File: config.mk
export PLATFORM = sky130hd
export DESIGN_NAME = encoder_and_keypad_input_scanner_core
export DESIGN_NICKNAME = d
export VERILOG_FILES = /design/src/rtl/esc_pkg.sv /design/src/rtl/esc_lane.sv /design/src/rtl/esc_merge.sv /design/src/rtl/encoder_and_keypad_input_scanner_core.sv
export SDC_FILE = /design/constraint.sdc
export NUM_CORES = 1
export LEC_CHECK = 0
export ABC_AREA = 1
export BUFFER_PORTS_ARGS = -buffer_cell sky130_fd_sc_hd__buf_2
export CORE_MARGIN = 2
export CORE_UTILIZATION = 47
export CTS_BUF_LIST = sky130_fd_sc_hd__clkbuf_8
export DETAILED_ROUTE_END_ITERATION = 7
export PLACE_DENSITY = 0.69
export SKIP_LAST_GASP = 1
export SYNTH_ARGS = -nofsm -noshare
export SYNTH_HDL_FRONTEND = slang
export SYNTH_SLANG_ARGS = --single-unit
File: constraint.sdc
create_clock -name i_clk -period 6.2 [get_ports i_clk]
set_input_delay 0.93 -clock i_clk [delete_from_list [all_inputs] [get_ports i_clk]]
set_output_delay 0.93 -clock i_clk [all_outputs]
set_load 0.01 [all_outputs]
File: src/rtl/esc_pkg.sv
package esc_pkg;

    localparam int POS_W = 16;

    typedef enum logic [1:0] {
        KIND_NONE   = 2'd0,
        KIND_SWITCH = 2'd1,
        KIND_KEY    = 2'd2
    } t_kind;

    typedef struct packed {
        logic move;
        logic up;
    } t_lane_step;

endpackage

File: src/rtl/esc_lane.sv
module esc_lane
    import esc_pkg::*;
(
    input  logic       i_clk,
    input  logic       i_rst_n,
    input  logic       i_en,
    input  logic       i_a,
    input  logic       i_b,
    output t_lane_step o_step
);

    logic [1:0] r_phase;
    logic       r_dir;
    logic [1:0] n_code;
    logic [1:0] n_diff;

    assign n_code = {i_b, i_a ^ i_b};
    assign n_diff = n_code - r_phase;

    always_comb begin
        o_step.move = (n_diff != 2'd0);
        o_step.up   = (n_diff == 2'd1) || ((n_diff == 2'd2) && !r_dir);
    end

    always_ff @(posedge i_clk) begin
        if (!i_rst_n) begin
            r_phase <= 2'd0;
            r_dir   <= 1'b0;
        end else if (i_en && o_step.move) begin
            r_phase <= n_code;
            if (n_diff == 2'd1) begin
                r_dir <= 1'b0;
            end else if (n_diff == 2'd3) begin
                r_dir <= 1'b1;
            end
        end
    end

endmodule

File: src/rtl/esc_merge.sv
module esc_merge
    import esc_pkg::*;
#(
    parameter int NUM_ENCODERS = 3,
    parameter int NUM_KEYS     = 20,
    parameter int VALUE_W      = 5
) (
    input  logic                          i_clk,
    input  logic                          i_rst_n,
    input  logic                          i_en,
    input  logic [NUM_ENCODERS-1:0]       i_switch,
    input  logic [NUM_KEYS-1:0]           i_keys,
    input  t_lane_step [NUM_ENCODERS-1:0] i_steps,
    output t_kind                         o_kind,
    output logic [VALUE_W-1:0]            o_value,
    output logic [POS_W-1:0]              o_pos
);

    localparam int DELTA_W = $clog2(NUM_ENCODERS + 1) + 1;

    logic [POS_W-1:0]   r_pos;
    logic [POS_W-1:0]   n_pos;
    logic [DELTA_W-1:0] n_delta;
    logic               n_sw_hit;

    always_comb begin
        n_delta = '0;
        for (int k = 0; k < NUM_ENCODERS; k++) begin
            if (i_steps[k].move) begin
                n_delta = i_steps[k].up ? n_delta + DELTA_W'(1) : n_delta - DELTA_W'(1);
            end
        end
    end

    assign n_sw_hit = |i_switch;
    assign n_pos    = n_sw_hit ? r_pos
                    : r_pos + {{(POS_W-DELTA_W){n_delta[DELTA_W-1]}}, n_delta};
    assign o_pos    = n_pos;

    always_comb begin
        o_kind  = KIND_NONE;
        o_value = '0;
        if (n_sw_hit) begin
            o_kind = KIND_SWITCH;
            for (int k = NUM_ENCODERS - 1; k >= 0; k--) begin
                if (i_switch[k]) begin
                    o_value = VALUE_W'(k);
                end
            end
        end else if (|i_keys) begin
            o_kind = KIND_KEY;
            for (int k = NUM_KEYS - 1; k >= 0; k--) begin
                if (i_keys[k]) begin
                    o_value = VALUE_W'(k);
                end
            end
        end
    end

    always_ff @(posedge i_clk) begin
        if (!i_rst_n) begin
            r_pos <= '0;
        end else if (i_en) begin
            r_pos <= n_pos;
        end
    end

endmodule

File: src/rtl/encoder_and_keypad_input_scanner_core.sv
// Encoder and keypad scanner core.
// Input channel: one beat per pin sample (i_in_valid / o_in_stall) carrying the
// encoder push switch levels, encoder phase A and B levels and the key matrix
// bits, key number row*KEY_COLS+col.
// Output channel: one beat per input beat (o_out_valid / i_out_stall) carrying
// the action kind (none, encoder switch, matrix key), the encoder index or key
// number, and the shared 16-bit position count after that sample.
// A pressed encoder switch wins over everything and leaves the encoders and
// the count untouched; otherwise each encoder lane moves the count by one step.
// Each accepted beat is registered and shows on the output the next cycle.
// Throughput is one beat per cycle unless the receiver stalls: the lanes and
// merge feed a single output register, and a new beat is taken in the same
// cycle the held result is drained. While the receiver stalls with a result
// held, o_in_stall is high and the result stays put. Synchronous active-low
// reset clears phases, directions and count to zero and empties the output register.
module encoder_and_keypad_input_scanner_core
    import esc_pkg::*;
#(
    parameter int NUM_ENCODERS = 3,
    parameter int KEY_ROWS     = 5,
    parameter int KEY_COLS     = 4,
    localparam int NUM_KEYS    = KEY_ROWS * KEY_COLS,
    localparam int VALUE_N     = (NUM_KEYS > NUM_ENCODERS) ? NUM_KEYS : NUM_ENCODERS,
    localparam int VALUE_W     = (VALUE_N > 2) ? $clog2(VALUE_N) : 1
) (
    input  logic                                i_clk,
    input  logic                                i_rst_n,
    input  logic                                i_in_valid,
    output logic                                o_in_stall,
    input  logic [NUM_ENCODERS-1:0]             i_enc_switch_levels,
    input  logic [NUM_ENCODERS-1:0]             i_enc_a_levels,
    input  logic [NUM_ENCODERS-1:0]             i_enc_b_levels,
    input  logic [KEY_ROWS*KEY_COLS-1:0]        i_key_pressed,
    output logic                                o_out_valid,
    input  logic                                i_out_stall,
    output logic [1:0]                          o_action_kind,
    output logic [VALUE_W-1:0]                  o_action_value,
    output logic signed [POS_W-1:0]             o_position_count
);

    t_lane_step [NUM_ENCODERS-1:0] w_steps;
    t_kind                         w_kind;
    logic [VALUE_W-1:0]            w_value;
    logic [POS_W-1:0]              w_pos;
    logic                          w_accept;
    logic                          w_lane_en;

    logic                          r_out_valid;
    t_kind                         r_kind;
    logic [VALUE_W-1:0]            r_value;
    logic [POS_W-1:0]              r_pos;

    assign o_in_stall = r_out_valid && i_out_stall;
    assign w_accept   = i_in_valid && !o_in_stall;
    assign w_lane_en  = w_accept && (i_enc_switch_levels == '0);

    for (genvar g = 0; g < NUM_ENCODERS; g++) begin : g_lane
        esc_lane u_lane (
            .i_clk   (i_clk),
            .i_rst_n (i_rst_n),
            .i_en    (w_lane_en),
            .i_a     (i_enc_a_levels[g]),
            .i_b     (i_enc_b_levels[g]),
            .o_step  (w_steps[g])
        );
    end

    esc_merge #(
        .NUM_ENCODERS (NUM_ENCODERS),
        .NUM_KEYS     (NUM_KEYS),
        .VALUE_W      (VALUE_W)
    ) u_merge (
        .i_clk    (i_clk),
        .i_rst_n  (i_rst_n),
        .i_en     (w_accept),
        .i_switch (i_enc_switch_levels),
        .i_keys   (i_key_pressed),
        .i_steps  (w_steps),
        .o_kind   (w_kind),
        .o_value  (w_value),
        .o_pos    (w_pos)
    );

    always_ff @(posedge i_clk) begin
        if (!i_rst_n) begin
            r_out_valid <= 1'b0;
        end else if (w_accept) begin
            r_out_valid <= 1'b1;
        end else if (!i_out_stall) begin
            r_out_valid <= 1'b0;
        end
    end

    always_ff @(posedge i_clk) begin
        if (w_accept) begin
            r_kind  <= w_kind;
            r_value <= w_value;
            r_pos   <= w_pos;
        end
    end

    assign o_out_valid      = r_out_valid;
    assign o_action_kind    = r_kind;
    assign o_action_value   = r_value;
    assign o_position_count = r_pos;

`ifndef NO_ASSERTIONS
    a_accept_fills: assert property (@(posedge i_clk) disable iff (!i_rst_n)
        w_accept |=> r_out_valid)
        else $error("accepted beat did not reach the output register");

    a_empty_no_stall: assert property (@(posedge i_clk) disable iff (!i_rst_n)
        !r_out_valid |-> !o_in_stall)
        else $error("input stalled with empty output register");

    a_switch_wins: assert property (@(posedge i_clk) disable iff (!i_rst_n)
        (w_accept && (i_enc_switch_levels != '0)) |=> (r_kind == KIND_SWITCH))
        else $error("pressed encoder switch not reported");

    a_none_zero: assert property (@(posedge i_clk) disable iff (!i_rst_n)
        (r_out_valid && (r_kind == KIND_NONE)) |-> (r_value == '0))
        else $error("empty action carries a nonzero value");
`endif

endmodule
## Word level (Yosys, flattened, before mapping)

Cells that the tools add are included.

- Register bits: 49
- Bits in latches: 0
- Bits in writable memories: 0
- Bits in read-only memories: 0
- Output and inout port bits: 25
- Memories kept: 0

- Add/sub/neg operators: 8
- $mul: 0
- Divide/modulo/power cells: 0
- Magnitude comparators: 0
- Equal/unequal tests: 10
- Shift-type cells: 0
- Mux-type cells: 41
- Bitwise logic cells: 3
- Reduce and logical (&&, ||, !) cells: 28

Operators with widths:

| operator | count |
|---|---|
| $mux W5 | 22 |
| $reduce_or A20 Y1 | 1 |
| $mux W3 | 6 |
| $add A16 B16 Y16 | 1 |
| $mux W16 | 1 |
| $eq A2 B2 Y1 const B | 6 |
| $reduce_bool A2 Y1 | 6 |
| $logic_and A1 B1 Y1 | 9 |
| $mux W1 | 8 |
| $mux W2 | 4 |
| $add A3 B1 Y3 const B | 2 |
| $eq A2 B1 Y1 const B | 3 |
| $reduce_and A2 Y1 | 3 |
| $sub A2 B2 Y2 | 3 |
| $sub A3 B1 Y3 const B | 2 |
| $logic_not A1 Y1 | 4 |
| $logic_not A3 Y1 | 1 |
| $logic_or A1 B1 Y1 | 3 |
| $reduce_or A3 Y1 | 1 |
| $xor A1 B1 Y1 | 3 |
| $ne A2 B1 Y1 const B | 1 |

## Logic depth before layout (Yosys ltp)

Gate-level depths: netlist (run 1).

- Word-level depth: 22
- Gate-level depth with buffers: 30
- Depth with buffers taken out: 30

## Modules after synthesis

A second synthesis (run 1) with hierarchy kept.

- Cells, all modules: 483
- Area total of the unflattened synthesis: 3,402.0 um^2

By module, submodules not included:

| module | instances | cells an instance | area an instance (um^2) |
|---|---|---|---|
| esc_merge | 1 | 344 | 2,023.2 |
| encoder_and_keypad_input_scanner_core | 1 | 34 | 763.2 |
| esc_lane | 3 | 35 | 205.2 |

## Worst setup path before layout (run 1)

No wires, ideal clock.

- Path kind: in2reg
- Start point: input port i_enc_b_levels[1]
- End point: register r_pos[12], in the netlist o_position_count[12] (data pin)
- Arrival: 4.698 ns
- Data required time: 5.933 ns
- Path slack: 1.235 ns
- Stages: 28
- Path buffers: 0
- Cell sequence: xnor2_1 > ha_1 > xnor2_1 > xnor2_1 > nor2_2 > inv_1 > nand2_1 > inv_1 > fa_1 > nand2_1 > nand2_1 > fa_1 > inv_1 > nand2_2 > nand3_1 > nand2_2 > ha_1 > a21oi_1 > o21ai_1 > nand2_1 > nand2_1 > nand2_1 > nand2_1 > a21boi_1 > o21ai_0 > xor2_1 > nand2_1 > o21ai_0

- Cells in the longest elaborated chain, start to end: 12
- Elaborated cells on any way between the ends: 15
- Those cells by class: 4 x add/sub; 2 x eq/ne; 5 x mux; 1 x bitwise; 3 x reduce/logical

Ends and longest elaborated chain:

| element | RTL line | RTL |
|---|---|---|
| start: declaration | encoder_and_keypad_input_scanner_core.sv:32 | `input logic [NUM_ENCODERS-1:0] i_enc_b_levels,` |
| $xor A1 B1 Y1 | esc_lane.sv:17 | `assign n_code = {i_b, i_a ^ i_b};` |
| $sub A2 B2 Y2 (*) | esc_lane.sv:18 | `assign n_diff = n_code - r_phase;` |
| $eq A2 B2 Y1 | esc_lane.sv:22 | `o_step.up = (n_diff == 2'd1) \|\| ((n_diff == 2'd2) && !r_dir);` |
| $logic_and A1 B1 Y1 | esc_lane.sv:22 |  |
| $logic_or A1 B1 Y1 | esc_lane.sv:22 |  |
| $mux W3 | esc_merge.sv:30 | `n_delta = i_steps[k].up ? n_delta + DELTA_W'(1) : n_delta - DELTA_W'(1);` |
| $mux W3 (*) | esc_merge.sv:29 | `if (i_steps[k].move) begin` |
| $sub A3 B1 Y3 / $add A3 B1 Y3 (equally long branches) | esc_merge.sv:30 |  |
| $mux W3 | esc_merge.sv:30 |  |
| $mux W3 (*) | esc_merge.sv:29 |  |
| $add A16 B16 Y16 (*) | esc_merge.sv:37 | `: r_pos + {{(POS_W-DELTA_W){n_delta[DELTA_W-1]}}, n_delta};` |
| $mux W16 (*) | esc_merge.sv:36 | `assign n_pos = n_sw_hit ? r_pos` |
| net u_merge.o_pos[12] | esc_merge.sv:16 | `output logic [POS_W-1:0] o_pos` |
| end signal: assignment | encoder_and_keypad_input_scanner_core.sv:98 | `r_pos <= w_pos;` |
| end: declaration | encoder_and_keypad_input_scanner_core.sv:51 | `logic [POS_W-1:0] r_pos;` |

Mark *: on every way through the listed nets, which the timed path passes. The rest lies on a longest branch.
A chain may end at the register's enable or synchronous reset.

## Worst setup path after layout (run 1)

Same ends and word-level chain as after synthesis.

==> key figures, run 1 <==
Clock network
  – Hold_buf cts: 0
  – H-tree levels: 2
  – Worst-skew pair later-pin latency: ~0.31 ns
  – Worst-path clk slew: 0.08 ns
  – CTS tree: done
  – Total CTS buffers: 5
  – Clock root buffer: clkbuf_8
  – # resized after CTS: 0
  – Post-CTS Setup Inserts: 0
  – Longest Clk Path Bufs: 2
  – Clk sink count: roughly 50

Route
  – Initial DRC count: around 120
  – Vias post-DR: 2,780
  – # DRC: 0
  – DR pass1 iterations: 4
  – Post-DRT Antenna Nets: 0
  – Via density: around 5
  – Final WL: 6089 um
  – WL per Instance: 10.89 um

Yosys
  – Synth warn: 0
  – Synth Area in Simple Gates: 21.61%
  – Compound-Gate Fraction of Synth Area: 13.61%
  – Xor/xnor cell area share of the yosys netlist: under 10%
  – Post-synth EDFFs: 23
  – Syn Inst Count: 420
  – Synth Register Bits: between 40 and 50
  – Most used flip-flop cell after synthesis: dfxtp_1
  – Register area share after synthesis: 37.96%
  – Yosys cell types: 34
  – Largest family of logic cells by synthesized area: simple AND/OR/NAND/NOR gates
  – Syn nets: 478
  – Synthesized area: 0.003191 mm2
  – Post-Synth Adder-Cell Area: a little over a tenth
  – Synth async-reset ratio: 0%
  – Avg Synthesized Cell Area: 7.597 um2
  – Mux contribution to synthesized area: 0%

Final layout
  – Non-Filler Instances: 559
  – Final #Nets: 536
  – Antenna diode count: 0
  – Final core utilization: 54.46%
  – Fin area: 0.003638 mm2
  – FILL cells: 641
  – Area Overhead vs Synth: 14.04%
  – Layout cells sized above 1: 16.91%

Run
  – Max_cap viols: 0

Timing
  – Max frequency: about 190 MHz
  – Slew margin rel.: a little under a third
  – Final cycle utilization of the critical path: approximately 85%
  – Worst-Margin Slew: 1.019 ns
  – Unrepaired setup endpoints after global routing: false
  – Slew Limit Fails: 0
  – Setup Viol. Count Final: 0
  – Min Tclk post-route: 5.256 ns
  – Final worst setup slack: 0.9443 ns
  – Endpoints failing hold: 0
  – Setup TNS: 0 ns
  – Hold Slack: about 0.48 ns
  – Clk_skew: 0.01124 ns

Placement
  – GPL Wtd Cong: 0.8966
  – Placed cells: 551
  – Dpl hpwl: 4789 um
  – IO buf count: 57
  – Pre-CTS WS: 0.5996 ns
  – Dpl cell area: 0.003557 mm2

Pwr
  – PD cells: 250.8 mW/mm2
  – Total net switching power: 0.3403 mW
  – Net Sw Frac: 37.30%
  – Total Power: 0.9124 mW
  – VDD IR max: roughly 0.00013 V
  – Flop pwr share: 40.4%
  – Int Power: 0.5721 mW
  – Logic pwr share: around 40%
  – Clock share of power: 19.4%
  – Leakage power: ~1.9 nW

Hold path
  – Min-Delay Path Class: flip-flop to flip-flop

GRT
  – Most used routing layer: met2
  – Initial antenna violation count: 0
  – First-pass GRT wire length: 10,420 um
  – Gr usage total: 17.03%
  – Vias in the first global route: 2,522
  – Congestion Overflow GR: 0
  – Largest net degree at the start of global routing: 28
  – Met1 GRT Util: 19.41%
  – GRT met2 Usage: 32.52%
  – Met3 usage: 3.048%

Worst setup path
  – Max stage delay on crit path: 0.44 ns
  – Crit path launch type: primary input
  – WP data required: 6.24 ns
  – Critical Path End Type: flip-flop
  – Crit path kind: primary input to flip-flop
  – Critical path data arrival time: 5.30 ns
  – Crit-path most repeated cell: nand2_1
  – CP max-delay cell: ha_1
  – Worst-path fanout max: 16

Floorplanning
  – Core Region: around 0.0067 mm2
  – Die Span Y: between 80 and 90 um
  – Row cnt: 30
  – Die area: 0.007463 mm2
  – Initial core utilization: between 40% and 50%
  – IO Pins: 58
  – Width of the die: 86.39 um

Run status
  – Outcome: finished clean
[power groups by stage]
| stage | Clock (mW) | Combinational [mW] | Sequential [mW] |
|---|---|---|---|
| 2_1_floorplan | 0 | 0.276 | 0.383 |
| 3_3_place_gp | 0 | 0.358 | 0.376 |
| 3_5_place_dp | 0 | 0.368 | 0.376 |
| 4_1_cts | 0.184 | 0.369 | 0.369 |
| 5_1_grt | 0.196 | 0.424 | 0.370 |
| 6_report | 0.177 | 0.367 | 0.368 |
[final cells by class]
class	count	area (um2)	area share (%)
sequential	49	1211	33.29
timing repair buffer	58	292.8	8.047
multi-input combinational	284	1653	45.43
inverter	80	300.3	8.253
clock buffer	5	68.82	1.891
clock inverter	3	12.51	0.3439
tap	80	100.1	2.751
[path summary, 6_finish.rpt]
| kind | cells past startpoint | slack (ns) | end | from |
|---|---|---|---|---|
| worst max-delay path | 29 | 0.94 | o_position_count[12] | i_enc_b_levels[1] |
| worst min-delay path | 2 | 0.48 | o_out_valid | o_out_valid |
| worst max register to register | 27 | 1.54 | o_position_count[12] | g_lane[1].u_lane.r_phase[0] |
| worst min register to register | 2 | 0.48 | o_out_valid | o_out_valid |
[routing by layer]
layer  vias to the layer above  routed length, um
li1                       1472                  -
met1                      1234               2749
met3                         8                310
met2                        66               2956
met4                         0                 72
met5                         -                  0
[flip-flops by register name, summed over array words and instances (netlist names)]
| signal | count |
|---|---|
| o_action_kind | 2 |
| u_merge.r_pos | 16 |
| o_action_value | 5 |
| o_position_count | 16 |
| o_out_valid | 1 |
| g_lane.u_lane.r_dir | 3 |
| g_lane.u_lane.r_phase | 6 |
[cells in the mapped netlist (all sizes together) (7+ instances only)]
| master | n | area [um2] |
|---|---|---|
| nand2 | 101 | 401.6 |
| inv | 80 | 300.3 |
| a21oi | 32 | 160.2 |
| o21ai | 30 | 153.9 |
| dfxtp | 26 | 520.5 |
| nor2 | 25 | 106.4 |
| edfxtp | 23 | 690.7 |
| ha | 21 | 262.8 |
| nand3 | 20 | 100.1 |
| xor2 | 11 | 96.34 |
| xnor2 | 10 | 87.58 |
| o211ai | 7 | 52.55 |
[worst max-delay path: cells and delay by family]
kind	cells	cell delay (ns)
AND/OR/NAND/NOR	12	1.25
buffers and inverters	4	0.38
AO/OA/AOI/OAI	5	0.67
XOR/XNOR	4	0.59
adder cells (fa/ha/maj)	4	1.48
[layout by cell type (no fill, tap or decap), types with 2 or more instances in the layout]
cell type and n:
a21oi_1 32, a31oi_1 2, buf_2 57, clkbuf_8 5, dfxtp_1 26, edfxtp_1 23, fa_1 4, ha_1 21
inv_1 80, inv_2 2, nand2_1 94, nand2_2 6, nand3_1 20, nand4_1 3, nor2_1 21, nor2_2 3
nor3_1 5, nor4_1 3, o211ai_1 7, o21ai_0 27, o21ai_1 2, o21bai_1 2, or2_2 3, xnor2_1 10
xor2_1 11
[logic make-up after synthesis]
kind of cell	Yosys count
and+or+nand+nor	160
buffers and inverters	87
AOI/OAI and AO/OA	78
DFF	49
adders and majority gates	25
xor gates and xnor gates	21
Note: power is estimated with default switching activity, not from simulation.
==> run 2: changes to the inputs <==
- ABC_AREA: 1 -> 0
- clock period: 6.2 -> 5.35 ns (I/O delays scaled with it)
==> key figures, run 2 <==
Run status
  – Outcome: finished clean

Yosys
  – Synthesized area: 0.003131 mm2
  – Yosys top cell area share: roughly 22%
  – Post-synth top area cell: edfxtp_1
  – Synth async-reset ratio: 0%
  – Syn nets: 405
  – Synth top area cells: edfxtp_1 (22%), dfxtp_1 (17%), nand2_1 (8.6%), ha_1 (8.4%), a21oi_1 (5.3%)
  – Commonest cells post-synth: nand2_1 (72), a21oi_1 (33), dfxtp_1 (26)
  – Register area share after synthesis: 38.69%
  – Synth warn: 0
  – Post-synth EDFFs: 23
  – Synth Register Bits: 49
  – Avg Synthesized Cell Area: about 9.0 um2
  – Most used flip-flop cell after synthesis: dfxtp_1
  – Syn Inst Count: 347
  – Cell with the most instances after synthesis: nand2_1
  – Yosys cell types: 50

Final layout
  – Final core utilization: 60.48%
  – Most frequent cells in the layout: nand2_1 (72), buf_2 (57), a21oi_1 (33), buf_4 (33), dfxtp_1 (26)
  – Antenna diode count: 0
  – FILL cells: 578
  – Layout cells sized above 1: 26.67%
  – Fin area: approximately 0.0039 mm2
  – Register area: ~0.0012 mm2
  – Non-Filler Instances: 512
  – Area Overhead vs Synth: 23.38%
  – Area of the multi-input gates: 0.001864 mm2
  – Most common cell after layout, fill and taps aside: nand2_1
  – Final #Nets: 492

Worst setup path
  – Crit-path most repeated cell: xnor2_1
  – Worst-path fanout max: 8
  – Crit path launch type: primary input
  – Delay-heaviest family, CP: adder cells
  – CP max-delay cell: fa_1
  – Worst path bufs/invs: 2
  – Critical path data arrival time: 5.05 ns
  – Max stage delay on crit path: ~0.45 ns
  – Crit-path cells: buf_2, xnor2_1, ha_1, xnor3_2, mux2i_2, fa_1, nand2_1, o21ai_1, fa_2, mux2i_1, o22ai_2, xnor2_4, buf_4, ha_1, or3_1, a211o_2, a31oi_1, xnor2_1, nand2_1, xnor2_1
  – WP data required: 5.41 ns
  – Crit path kind: primary input to flip-flop
  – Critical Path End Type: flip-flop

Timing
  – Final worst setup slack: 0.3645 ns
  – Min Tclk post-route: 4.985 ns
  – Endpoints failing hold: 0
  – Final cycle utilization of the critical path: 93.19%
  – Slew Limit Fails: 0
  – Clk_skew: around 0.0064 ns
  – Worst-Margin Slew: 0.7638 ns
  – Slew margin rel.: 49.03%
  – Setup Viol. Count Final: 0
  – Max frequency: 200.6 MHz

Run
  – Max_cap viols: 0

Clock network
  – Total CTS buffers: 5
  – H-tree levels: 2
  – Clock root buffer: clkbuf_8
  – Worst-path clk slew: 0.09 ns
  – CTS tree: done
  – Worst-skew pair later-pin latency: approximately 0.3 ns
  – Clk sink count: 49
  – Longest Clk Path Bufs: 2

Route
  – WL per Instance: 12.97 um
  – Final WL: roughly 6600 um
  – DR pass1 iterations: 4
  – Initial DRC count: 103
  – Via density: 5.307
  – Vias post-DR: 2,717
  – # DRC: 0
  – Post-DRT Antenna Nets: 0

Floorplanning
  – Core Region: 0.006386 mm2
  – Width of the die: 85.61 um
  – Initial core utilization: 49.02%
  – Die area: 0.007329 mm2
  – IO Pins: 58
  – Die Span Y: ~86 um
  – Row cnt: 29

Pwr
  – PD cells: 319.4 mW/mm2
  – Leakage power: 1.752 nW
  – VDD IR max: roughly 0.00018 V

GRT
  – Largest net degree at the start of global routing: 25
  – First-pass GRT wire length: 11,160 um
  – Initial antenna violation count: 0
  – Congestion Overflow GR: 0
  – Vias in the first global route: around 2,500
  – Gr usage total: 18.92%

Placement
  – Pre-CTS WS: -0.1527 ns
  – GPL Wtd Cong: 0.8708
  – Dpl hpwl: 5035 um
  – Placed cells: 503
  – IO buf count: 57
  – Dpl cell area: between 0.003 and 0.004 mm2

Hold path
  – Min-Delay Path Class: flip-flop to flip-flop
run 2: cell type report:
| cell class | count | area share, % |
|---|---|---|
| clock inverters | 1 | 0.1296 |
| clock buffers | 7 | 2.494 |
| inverters | 15 | 1.458 |
| well taps | 77 | 2.494 |
| multi-input cells | 273 | 48.27 |
| repair buffers | 90 | 13.80 |
| flip-flops and latches | 49 | 31.36 |
run 2: final timing paths:
path / startpoint / to / slack (ns) / cells past startpoint
worst max-delay path: i_enc_b_levels[1] / o_position_count[15] / 0.36 / 20
worst min register to register: g_lane[1].u_lane.r_phase[1] / g_lane[1].u_lane.r_phase[1] / 0.47 / 2
worst max register to register: g_lane[0].u_lane.r_phase[1] / o_position_count[15] / 0.76 / 18
worst min-delay path: g_lane[1].u_lane.r_phase[1] / g_lane[1].u_lane.r_phase[1] / 0.47 / 2
run 2: power breakdown:
part,total [mW],internal (mW),leakage (nW),switching [mW]
combinational,0.567,0.273,1.26,0.294
clock,0.238,0.117,0.0542,0.121
sequential,0.428,0.419,0.441,0.00918
run 2: layer usage:
| layer | track usage [%] | wire, um | up-vias |
|---|---|---|---|
| met4 | 4.906 | 54 | 0 |
| met2 | 34.23 | 3362 | 57 |
| met1 | 23.28 | 2981 | 1238 |
| met3 | 3.272 | 241 | 5 |
| met5 | 0 | 0 | - |
| li1 | - | - | 1417 |
run 2: kinds of logic after synthesis:
kind of cell	Yosys count	share of synthesized area, %
adders and majority gates	25	10.95
buffers and inverters	25	3.077
and+or+nand+nor	123	17.19
muxes	6	2.038
xor gates and xnor gates	25	8.633
AOI/OAI and AO/OA	94	19.42
DFF	49	38.69
run 2: repair_timing:
| item | in CTS | in global routing |
|---|---|---|
| resized for setup | 0 | 7 |
| hold buffers | 0 | 0 |
| buffers inserted | 0 | 1 |
| endpoints found under the setup margin | 0 | 13 |
run 2: per-stage QoR:
| step | TNS, ns | hold slack [ns] | power, mW |
|---|---|---|---|
| floorplan | 0 | 0.4368 | 0.7881 |
| global placement | -0.1206 | 0.4512 | 0.9868 |
| detailed placement | -1.019 | 0.4643 | 0.9951 |
| CTS | 0 | 0.4776 | 1.233 |
| global route | -0.01576 | 0.4908 | 1.319 |
| finish | 0 | 0.4701 | 1.234 |
run 2: worst min-delay path, cell delays in order, from the launching register on:
cell     delay [ns]
dfxtp_1        0.32
nand2_1        0.05
a21oi_1        0.05
==> run 3: changes to the inputs <==
- PLACE_DENSITY: 0.69 -> 0.72
- clock period: 5.35 -> 4.3 ns (I/O delays scaled with it)
==> key figures, run 3 (synthesis gave the netlist of run 2 again) <==
Timing
  – Slew Limit Fails: 0
  – Endpoints failing hold: 0
  – Min Tclk post-route: between 4 and 5 ns
  – Clk_skew: 0.006876 ns
  – Hold Slack: around 0.47 ns
  – Final worst setup slack: -0.6647 ns
  – Final cycle utilization of the critical path: 115.5%
  – Worst-Margin Slew: 0.7645 ns
  – Slew margin rel.: 48.97%
  – Max frequency: between 200 and 250 MHz
  – Setup Viol. Count Final: 24
  – Unrepaired setup endpoints after global routing: true

Final layout
  – Layout cells sized above 1: 41.05%
  – Final #Nets: ~530
  – Area of the multi-input gates: 0.002216 mm2
  – Area Overhead vs Synth: 45.28%
  – Register area: 0.001211 mm2
  – FILL cells: 461
  – Antenna diode count: 0
  – Most common cell after layout, fill and taps aside: nand2_1
  – Most frequent cells in the layout: nand2_1 (68), buf_4 (66), buf_2 (54), dfxtp_1 (26), a21oi_1 (24)

Pwr
  – VDD IR max: approximately 0.00026 V
  – Leakage power: 2.024 nW
  – Total Power: 1.934 mW
  – PD cells: 425.3 mW/mm2

Route
  – WL per Instance: 15.01 um
  – Final WL: 8288 um
  – Initial DRC count: 89
  – DR pass1 iterations: 4
  – Post-DRT Antenna Nets: 0
  – Vias post-DR: 3,007
  – # DRC: 0
  – Via density: 5.447

GRT
  – Gr usage total: approximately 22%
  – Congestion Overflow GR: 0
  – Largest net degree at the start of global routing: 25
  – Initial antenna violation count: 0
  – Vias in the first global route: 2,879
  – First-pass GRT wire length: approximately 13,000 um

Clock network
  – CTS tree: done
  – Clock root buffer: clkbuf_8
  – Worst-path clk slew: around 0.080 ns
  – Worst-skew pair later-pin latency: 0.31 ns
  – Total CTS buffers: 5
  – Clk sink count: between 40 and 50
  – H-tree levels: 2
  – Longest Clk Path Bufs: 2

Worst setup path
  – Crit path from: i_enc_a_levels[0]
  – Critical Path End Type: flip-flop
  – FF-to-FF path depth: 22
  – Crit path launch type: primary input
  – Launching point of the worst reg2reg path: g_lane[0].u_lane.r_phase[0]
  – Worst r2r dst: o_position_count[13]
  – Critical Path Sink: o_position_count[13]
  – Crit path kind: primary input to flip-flop
  – WP data required: 4.36 ns
  – Internal reg-to-reg setup slack: -0.42 ns
  – Worst-path fanout max: 5
  – Critical path data arrival time: ~5 ns

Floorplanning
  – Die area: about 0.0073 mm2
  – Width of the die: 85.61 um
  – Row cnt: 29
  – Initial core utilization: roughly 50%
  – Core Region: about 0.0064 mm2
  – IO Pins: 58
  – Die Span Y: 85.61 um

Hold path
  – Min-Delay Path Class: flip-flop to flip-flop
  – Worst hold stages: 2

Placement
  – IO buf count: 57
  – Pre-CTS WS: -1.075 ns
  – Dpl hpwl: 5405 um
  – GPL Wtd Cong: 0.9191

Run status
  – Outcome: complete, but fails checks
  – Failing checks: setup timing

Run
  – Max_cap viols: 0
## run 3: final cells by class
type                       instances  share of cell area [%]
sequential                        49                   26.63
tap                               77                   2.118
timing repair buffer             129                   19.53
clock inverter                     3                  0.2476
clock buffer                       5                   1.513
inverter                          15                   1.238
multi-input combinational        274                   48.72
## run 3: per-layer routing
metal | track usage (%) | share of wire [%] | up-vias
met5 | 0 | 0 | -
li1 | - | - | 1487
met4 | 7.648 | 2.5 | 0
met2 | 41.48 | 53 | 69
met3 | 3.369 | 3.6 | 19
met1 | 25.03 | 40 | 1432
## run 3: repair_timing
item                       4_1_cts  5_1_grt
setup buffers                   11        5
pin swaps                       19       26
setup endpoints to repair       24       28
resized for setup               17       38
gates cloned                     1        0
hold buffers                     0        0
## run 3: stage by stage
stage               setup TNS, ns  cells  area (um2)  util (%)
floorplan                  -8.817    347        3239         -
global route               -15.37    552        4548     71.22
detailed placement         -21.14    527        4001     62.66
CTS                        -10.96    547        4260     66.71
global placement           -16.04    527        4001     62.66
finish                     -11.01    552        4548     71.22
## run 3: critical path, cell delays in order
cell and delay [ns]:
buf_8 0.10, xnor2_4 0.15, ha_2 0.19, xnor3_1 0.24
o22ai_2 0.21, inv_2 0.07, fa_1 0.47, nand2_1 0.09
o21ai_2 0.07, fa_2 0.45, mux2i_4 0.22, o22ai_4 0.20
buf_12 0.14, xnor2_4 0.11, buf_6 0.16, buf_4 0.14
ha_1 0.19, or3_1 0.31, a211o_2 0.32, buf_4 0.15
a21oi_4 0.15, xnor2_2 0.08, nand2_1 0.08, nand2_2 0.07
## run 3: power by group
part	leakage (nW)	internal [mW]	switching [mW]
Sequential	0.441	0.522	0.0129
Clock	0.0519	0.109	0.150
Combinational	1.53	0.601	0.540
## run 3: how the worst min path moves through the flow
stage	startpoint	to	slack (ns)
6_report	g_lane[1].u_lane.r_phase[1]	g_lane[1].u_lane.r_phase[1]	0.47
3_3_place_gp	g_lane[1].u_lane.r_phase[1]	g_lane[1].u_lane.r_phase[1]	0.45
5_1_grt	g_lane[1].u_lane.r_phase[1]	g_lane[1].u_lane.r_phase[1]	0.50
2_1_floorplan	g_lane[1].u_lane.r_phase[1]	g_lane[1].u_lane.r_phase[1]	0.44
3_5_place_dp	g_lane[1].u_lane.r_phase[1]	g_lane[1].u_lane.r_phase[1]	0.46
4_1_cts	g_lane[1].u_lane.r_phase[1]	g_lane[1].u_lane.r_phase[1]	0.47
